$ cat src/rtl/core/rbsi_pkg.sv
package rbsi_pkg;

    typedef struct packed {
        logic neg0;
        logic neg1;
        logic sat0;
        logic sat1;
        logic nan;
        logic dir_pos;
    } rbsi_side_t;

    typedef struct packed {
        logic nan;
        logic dir_pos;
    } rbsi_flags_t;

    localparam logic [1:0] AXIS_X = 2'd0;
    localparam logic [1:0] AXIS_Y = 2'd1;
    localparam logic [1:0] AXIS_Z = 2'd2;

endpackage

$ cat src/rtl/core/rbsi_div.sv
module rbsi_div #(
    parameter int DW = 32,
    parameter int QB = 17
) (
    input  logic          clk,
    input  logic          en,
    input  logic [DW:0]   num,
    input  logic [DW-1:0] den,
    output logic [QB-1:0] quo
);

    logic [DW-1:0] rem_reg [QB];
    logic [DW-1:0] den_reg [QB];
    logic [QB-1:0] q_reg   [QB];

    genvar i;
    generate
        for (i = 0; i < QB; i++)
        begin : g_stage
            logic [DW:0]   t;
            logic [DW:0]   diff;
            logic [DW-1:0] d;
            logic          ge;
            logic [QB-1:0] q_prev;
            logic [DW-1:0] rem_next;
            logic [QB-1:0] q_next;

            if (i == 0)
            begin : g_first
                assign t      = num;
                assign d      = den;
                assign q_prev = '0;
            end
            else
            begin : g_rest
                assign t      = {rem_reg[i-1], 1'b0};
                assign d      = den_reg[i-1];
                assign q_prev = q_reg[i-1];
            end

            assign ge       = t >= {1'b0, d};
            assign diff     = t - {1'b0, d};
            assign rem_next = ge ? diff[DW-1:0] : t[DW-1:0];
            assign q_next   = {q_prev[QB-2:0], ge};

            always_ff @(posedge clk)
            begin
                if (en)
                begin
                    rem_reg[i] <= rem_next;
                    den_reg[i] <= d;
                    q_reg[i]   <= q_next;
                end
            end
        end
    endgenerate

    assign quo = q_reg[QB-1];

endmodule

$ cat src/rtl/core/rbsi_lane.sv
module rbsi_lane #(
    parameter int C = 32,
    parameter int F = 16
) (
    input  logic                 clk,
    input  logic                 en,
    input  logic signed [C-1:0]  lo,
    input  logic signed [C-1:0]  sz,
    input  logic signed [C-1:0]  st,
    input  logic signed [C-1:0]  dir,
    output logic signed [F+2:0]  entry,
    output logic signed [F+2:0]  exit_t,
    output rbsi_pkg::rbsi_flags_t flags
);
    import rbsi_pkg::*;

    localparam int NW = C + 2;
    localparam int QB = F + 1;
    localparam int TW = F + 3;
    localparam logic signed [TW-1:0] T_SAT = TW'(1) <<< (F + 1);

    logic signed [NW-1:0] num0_reg, num1_reg;
    logic signed [C-1:0]  dir_reg;
    logic [NW-1:0]        n0mag, n1mag;
    logic [C-1:0]         dmag;
    rbsi_side_t           side_next;
    rbsi_side_t           side_reg [QB+1];
    logic [C:0]           dnum0_reg, dnum1_reg;
    logic [C-1:0]         dden_reg;
    logic [QB-1:0]        q0, q1;
    logic signed [TW-1:0] mag0, mag1, t0, t1;
    logic signed [TW-1:0] entry_reg, exit_reg;
    rbsi_flags_t          flags_reg;

    always_ff @(posedge clk)
    begin
        if (en)
        begin
            num0_reg <= NW'(lo) - NW'(st);
            num1_reg <= NW'(lo) + NW'(sz) - NW'(st);
            dir_reg  <= dir;
        end
    end

    assign n0mag = num0_reg[NW-1] ? NW'(-num0_reg) : NW'(num0_reg);
    assign n1mag = num1_reg[NW-1] ? NW'(-num1_reg) : NW'(num1_reg);
    assign dmag  = dir_reg[C-1] ? C'(-dir_reg) : C'(dir_reg);

    always_comb
    begin
        side_next.neg0    = num0_reg[NW-1] ^ dir_reg[C-1];
        side_next.neg1    = num1_reg[NW-1] ^ dir_reg[C-1];
        side_next.sat0    = ((dmag == '0) && (n0mag != '0)) || (n0mag >= {1'b0, dmag, 1'b0});
        side_next.sat1    = ((dmag == '0) && (n1mag != '0)) || (n1mag >= {1'b0, dmag, 1'b0});
        side_next.nan     = (dmag == '0) && ((n0mag == '0) || (n1mag == '0));
        side_next.dir_pos = !dir_reg[C-1] && (dir_reg != '0);
    end

    always_ff @(posedge clk)
    begin
        if (en)
        begin
            dnum0_reg   <= n0mag[C:0];
            dnum1_reg   <= n1mag[C:0];
            dden_reg    <= dmag;
            side_reg[0] <= side_next;
            for (int k = 1; k <= QB; k++)
            begin
                side_reg[k] <= side_reg[k-1];
            end
        end
    end

    rbsi_div #(.DW(C), .QB(QB)) u_div0 (
        .clk (clk),
        .en  (en),
        .num (dnum0_reg),
        .den (dden_reg),
        .quo (q0)
    );

    rbsi_div #(.DW(C), .QB(QB)) u_div1 (
        .clk (clk),
        .en  (en),
        .num (dnum1_reg),
        .den (dden_reg),
        .quo (q1)
    );

    assign mag0 = side_reg[QB].sat0 ? T_SAT : TW'(q0);
    assign mag1 = side_reg[QB].sat1 ? T_SAT : TW'(q1);
    assign t0   = side_reg[QB].neg0 ? -mag0 : mag0;
    assign t1   = side_reg[QB].neg1 ? -mag1 : mag1;

    always_ff @(posedge clk)
    begin
        if (en)
        begin
            entry_reg         <= (t0 > t1) ? t1 : t0;
            exit_reg          <= (t0 > t1) ? t0 : t1;
            flags_reg.nan     <= side_reg[QB].nan;
            flags_reg.dir_pos <= side_reg[QB].dir_pos;
        end
    end

    assign entry  = entry_reg;
    assign exit_t = exit_reg;
    assign flags  = flags_reg;

endmodule

$ cat config.mk
export PLATFORM = sky130hd
export DESIGN_NAME = rbsi_lane
export DESIGN_NICKNAME = d
export VERILOG_FILES = /design/src/rtl/core/rbsi_pkg.sv /design/src/rtl/core/rbsi_div.sv /design/src/rtl/core/rbsi_lane.sv
export SDC_FILE = /design/constraint.sdc
export NUM_CORES = 2
export LEC_CHECK = 0
export BUFFER_PORTS_ARGS = -buffer_cell sky130_fd_sc_hd__buf_2
export CORE_MARGIN = 4
export CORE_UTILIZATION = 45
export DETAILED_ROUTE_END_ITERATION = 10
export HOLD_SLACK_MARGIN = 0.02
export PLACE_DENSITY = 0.6
export SLEW_MARGIN = 20
export SYNTH_ARGS = -nofsm -noshare
export SYNTH_HDL_FRONTEND = slang
export SYNTH_SLANG_ARGS = --single-unit
$ cat constraint.sdc
create_clock -name clk -period 6.1 [get_ports clk]
set_input_delay 1.22 -clock clk [delete_from_list [all_inputs] [get_ports clk]]
set_output_delay 1.22 -clock clk [all_outputs]
set_load 0.05 [all_outputs]
* Word-level counts from Yosys, hierarchy flattened
Memory sizes are Yosys's and may differ from the RTL's.
Index checks and enable logic that the tools add are counted.
** Word-level totals
- Input port bits :: 130
- Memories kept :: 7
- Logic and storage cells :: 157
- Memory bits (writable) :: 2862
- Register bits after elaboration :: 238
** Memory list
- u_div0.den_reg :: words 17, width 32, rd ports 16, clocked after Yosys merged registers in 0, write ports 17, RTL line rbsi_div.sv:13 : logic [DW-1:0] den_reg [QB];
- u_div0.rem_reg :: words 17, width 32, rd ports 16, clocked after Yosys merged registers in 0, write ports 17, RTL line rbsi_div.sv:12 : logic [DW-1:0] rem_reg [QB];
- u_div1.den_reg :: words 17, width 32, rd ports 16, clocked after Yosys merged registers in 0, write ports 17, RTL line rbsi_div.sv:13
- u_div1.rem_reg :: words 17, width 32, rd ports 16, clocked after Yosys merged registers in 0, write ports 17, RTL line rbsi_div.sv:12
- u_div0.q_reg :: words 17, width 17, rd ports 17, clocked after Yosys merged registers in 0, write ports 17, RTL line rbsi_div.sv:14 : logic [QB-1:0] q_reg [QB];
- u_div1.q_reg :: words 17, width 17, rd ports 17, clocked after Yosys merged registers in 0, write ports 17, RTL line rbsi_div.sv:14
- 1 more memories
** Cells by class
- Add/sub/neg operators :: 42
- Mux-type cells :: 45
- Reductions and logical operators :: 14
- Bitwise gates (word level) :: 2
- Order comparisons :: 37
** Operator list (count)
- $ge 33x32->1 :: 34
- $mux 32 :: 35
- $sub 32x32->32 :: 34
- $mux 19 :: 4
- $ge 34x33->1 :: 2
- $logic_not 34->1 :: 2
- $mux 34 :: 2
- $neg 34->34 :: 2
- $reduce_bool 34->1 :: 2
- $neg 18->19 :: 2
- $mux 18 :: 2
- $sub 33x32->34 :: 1
- $add 32x32->33 :: 1
- $sub 32x32->33 :: 1
- $logic_not 32->1 :: 1
- $neg 32->32 :: 1
- $reduce_bool 32->1 :: 1
- $gt 19x19->1 :: 1
- $logic_and 1x1->1 :: 4
- $logic_or 1x1->1 :: 3
- $mux 1 :: 2
- $xor 1x1->1 :: 2
- $logic_not 1->1 :: 1

* Logic depth before layout (Yosys ltp)
An unclocked memory read counts as a cell.
- Depth in word-level cells :: 6
- Depth in mapped cells :: 22
- Gate-level depth less buffers :: 19

* Cells and area by module
A second synthesis with hierarchy kept.
** Second synthesis, totals
- Cells, all modules :: 14735
- Area total of the unflattened synthesis :: 160895.6 sq um
** Modules (own cells, without submodules)
- rbsi_div at u_div0 :: area an instance 70065.9 sq um, seq. area each 35343.9 sq um, cells an instance 6578, instances 1
- rbsi_div at u_div1 :: area an instance 69719.4 sq um, seq. area each 35343.9 sq um, cells an instance 6270, instances 1
- rbsi_lane :: area an instance 21110.2 sq um, seq. area each 10359.9 sq um, cells an instance 1887, instances 1

* Worst setup path after synthesis
No wires, ideal clock.
- Path kind :: register to register
- From :: memory side_reg[17][3] in the netlist's numbering
- To :: register entry_reg[0], in the netlist entry[0] (data pin)
- Required time :: 5821 ps
- Path buffers :: 3
- Clock period less this slack :: 4678 ps
- Stages on the path, launching flop included :: 22
- Arrival :: 4400 ps
- Path slack :: 1422 ps
- Library setup time :: 279 ps
- Path through :: edfxtp_1 clkbuf_1 clkinv_1 nand2_1 ha_1 o21ai_0 o21bai_1 or2_2 o21a_1 o211ai_1 inv_1 ha_1 a21o_1 a21o_1 a21oi_1 o221ai_1 a21oi_1 xor2_1 nand2_1 clkbuf_1 clkbuf_1 mux2i_1
** RTL lines
- start, declared :: RTL line rbsi_lane.sv:27 : rbsi_side_t side_reg [QB+1];
- end signal, assigned :: RTL line rbsi_lane.sv:99 : entry_reg <= (t0 > t1) ? t1 : t0;
- end, declared :: RTL line rbsi_lane.sv:32 : logic signed [TW-1:0] entry_reg, exit_reg;

==> qor.txt <==
Clk_lat worst skew: 0.93 ns
Total number of vias: 104833
First drt pass iteration count: 9
Count leader, synth: edfxtp_1
CTS Hold Bufs: 0
Worst R2R Path Depth: 18
Average footprint of a synthesized cell: 10.6 um^2
CTS max path bufs: 4
Max Slew Vio Count: 0
Grt total ovfl: 0
Synth unique cells: 91
Crit Path Category: reg -> reg
CP Capture Type: flop
Main synth FF type: edfxtp_1
Root buf cell: clkbuf_16
Area Overhead vs Synth: 10.6%
Setup violators final: 0
Commonest cells in the synthesized netlist: edfxtp_1 (2187), ha_1 (1236), inv_1 (1117), nand2_1 (1063), a21oi_1 (1010)
Pin count of the biggest net entering global routing: 158
Clock skew: 0.0623 ns
Post-Route WL: 442 mm
Cell area power density: 580 nW/um^2
Iteration-0 DRC Markers: 10954
Peak supply drop: 0.296 mV
Mux share of post-synthesis cell area: 0.0274
Main combinational cell family by area after synthesis: compound AO/OA/AOI/OAI gates
CP required: 6.76 ns
TritonCTS clock tree: built
Post-synth EDFFs: 2187
Final Critical Period: 5.18 ns
Setup_tns: 0 ns
Core box area: 306000 um^2
Placer Congestion: 0.980
Post-synthesis simple-gate area fraction: 0.111
Layout net count: 14790
Post-DP HPWL: 355 mm
Startpoint types: flop
I/O pin cnt: 170
Number of buffers added for setup after CTS: 0
DRT antenna net count: 0
#FFs+latches synth: 2187
Critical path peak fanout: 38
Synth Area in Adders: 0.121
Achievable Freq: 193 MHz
First-pass GRT wire length: 644 mm
Via density: 5.93
Yosys warning count: 0
Final instance area: 153000 um^2
Status: finished, final reports clean
Placement Cell Area: 145000 um^2
Mapped cell area: 139000 um^2
Worst min path class: reg -> reg
Sequential share of the synthesized area: 0.474
Post-CTS Resized: 0
H-tree depth: 4
Top post-synthesis cells by area: edfxtp_1 (47%), ha_1 (11%), xnor2_1 (3.7%)
DRC: 0
Fraction of layout cells with a size suffix above 1: 0.0819
Top-area cell type share of the netlist area: 0.474
I/O Buffers: 169
Yosys top cell by area: edfxtp_1
Die area: 317000 um^2
Synth Instances: 13089
Std cell rows: 203
Initial antenna violation count: 36
Hold Path Depth: 0
Clk slew on worst S/H paths: 0.06 ns
RSZ-0062 raised after global routing: false
Number of global-route vias before repair: 99146
Chip Height: 563 um
Starting Density: 0.453
Slew HR: 0.226
Synth Area in Compound Gates: 0.167
TritonCTS sink count: 2187
Leakage: 62.7 nW
Final hold slack: 0.401 ns
XOR/XNOR share of the synthesized area: 0.0614
Die Span X: 563 um
Final period util: 0.849
Syn_nets: 14520
Max-cap viol count: 0
Filler Cell Count: 27353
Gr usage total: 0.269
Worst Tran Pin Value: 1.15 ns
FFs w/ async S/R, synth: 0
Crit path DAT: 5.83 ns
DR WL/cell: 25.0 um
Num CTS Buffers: 245
Final hold violations: 0
==> power by group <==
part           switching, mW  internal [mW]  leakage (nW)
Sequential              4.57           24.0          21.4
Combinational           27.1           18.0          37.3
Clock                   6.33           8.97          3.98
==> worst max-delay path, stage by stage, from the launching register on <==
cell and delay [ns]:
edfxtp_1 0.33, buf_4 0.24, clkinv_1 0.10, buf_4 0.17, nand2_1 0.13, ha_1 0.21
inv_1 0.07, o21ai_0 0.54, nand2_1 0.26, xnor2_1 0.36, ha_1 0.31, a21o_1 0.19
a21o_1 0.17, a21oi_1 0.21, o221ai_1 0.15, a21oi_1 0.16, xor2_1 0.19, nand2_2 0.59
mux2_2 0.52
==> metal layers <==
| layer | routed length, um | share of wire | track usage | vias up |
|---|---|---|---|---|
| met3 | 32300 | 0.073 | 0.0366 | 654 |
| met5 | 400 | 0.00090 | 0 | - |
| li1 | - | - | - | 48905 |
| met2 | 199000 | 0.45 | 0.428 | 4101 |
| met1 | 195000 | 0.44 | 0.382 | 51155 |
| met4 | 14800 | 0.034 | 0.0825 | 18 |
==> worst paths after layout <==
kind                         from              endpoint  slack (ns)
max reg2reg       side_reg[17][2]            exit_t[13]        0.92
min          u_div1.q_reg[0][244]  u_div1.q_reg[0][262]        0.40
max               side_reg[17][2]            exit_t[13]        0.92
min reg2reg  u_div1.q_reg[0][244]  u_div1.q_reg[0][262]        0.40
==> cell families (layout without fill, tap and decap cells) <==
logic type / Yosys count / in the layout
AO/OA/AOI/OAI: 3709 / 3709
XOR/XNOR: 972 / 972
adder cells (fa/ha/maj): 1302 / 1302
buffers and inverters: 1395 / 1865
flip-flops: 2187 / 2187
multiplexers: 342 / 342
other: 0 / 24
AND/OR/NAND/NOR: 3182 / 3182
==> final cells by class <==
cell class              count  area (um^2)  area share
multi-input cells        9507        67800       0.443
flip-flops and latches   2187        65700       0.429
clock buffers             276         6350      0.0415
well taps                4100         5130      0.0335
inverters                1120         4200      0.0274
repair buffers            298         2030      0.0132
clock inverters           171         1930      0.0126
diodes                     24         60.1    0.000392
==> cell usage in the layout, fill, tap and decap left out, types with 174 or more instances in the layout <==
| cell | n |
|---|---|
| mux2_2 | 303 |
| o21a_1 | 174 |
| a21oi_1 | 1007 |
| clkbuf_16 | 250 |
| nand2_1 | 1062 |
| nand4_1 | 181 |
| xnor2_1 | 585 |
| nor2b_1 | 181 |
| inv_1 | 1117 |
| edfxtp_1 | 2187 |
| ha_1 | 1236 |
| xor2_1 | 387 |
| o21ai_0 | 1007 |
| nor3_1 | 183 |
| nor2_1 | 693 |
| a21o_1 | 536 |
| nand2b_1 | 184 |
==> through the flow <==
stage	setup WS, ns	power (mW)	instances	utilization
after global placement	0.807	72.0	17211	0.473
after CTS	0.913	88.5	17658	0.500
after floorplan	1.42	57.5	13089	-
after global routing	0.581	94.2	17671	0.500
final	0.922	88.9	17683	0.500
after detailed placement	0.857	72.6	17211	0.473
Note: power is estimated with default switching activity, not from simulation.
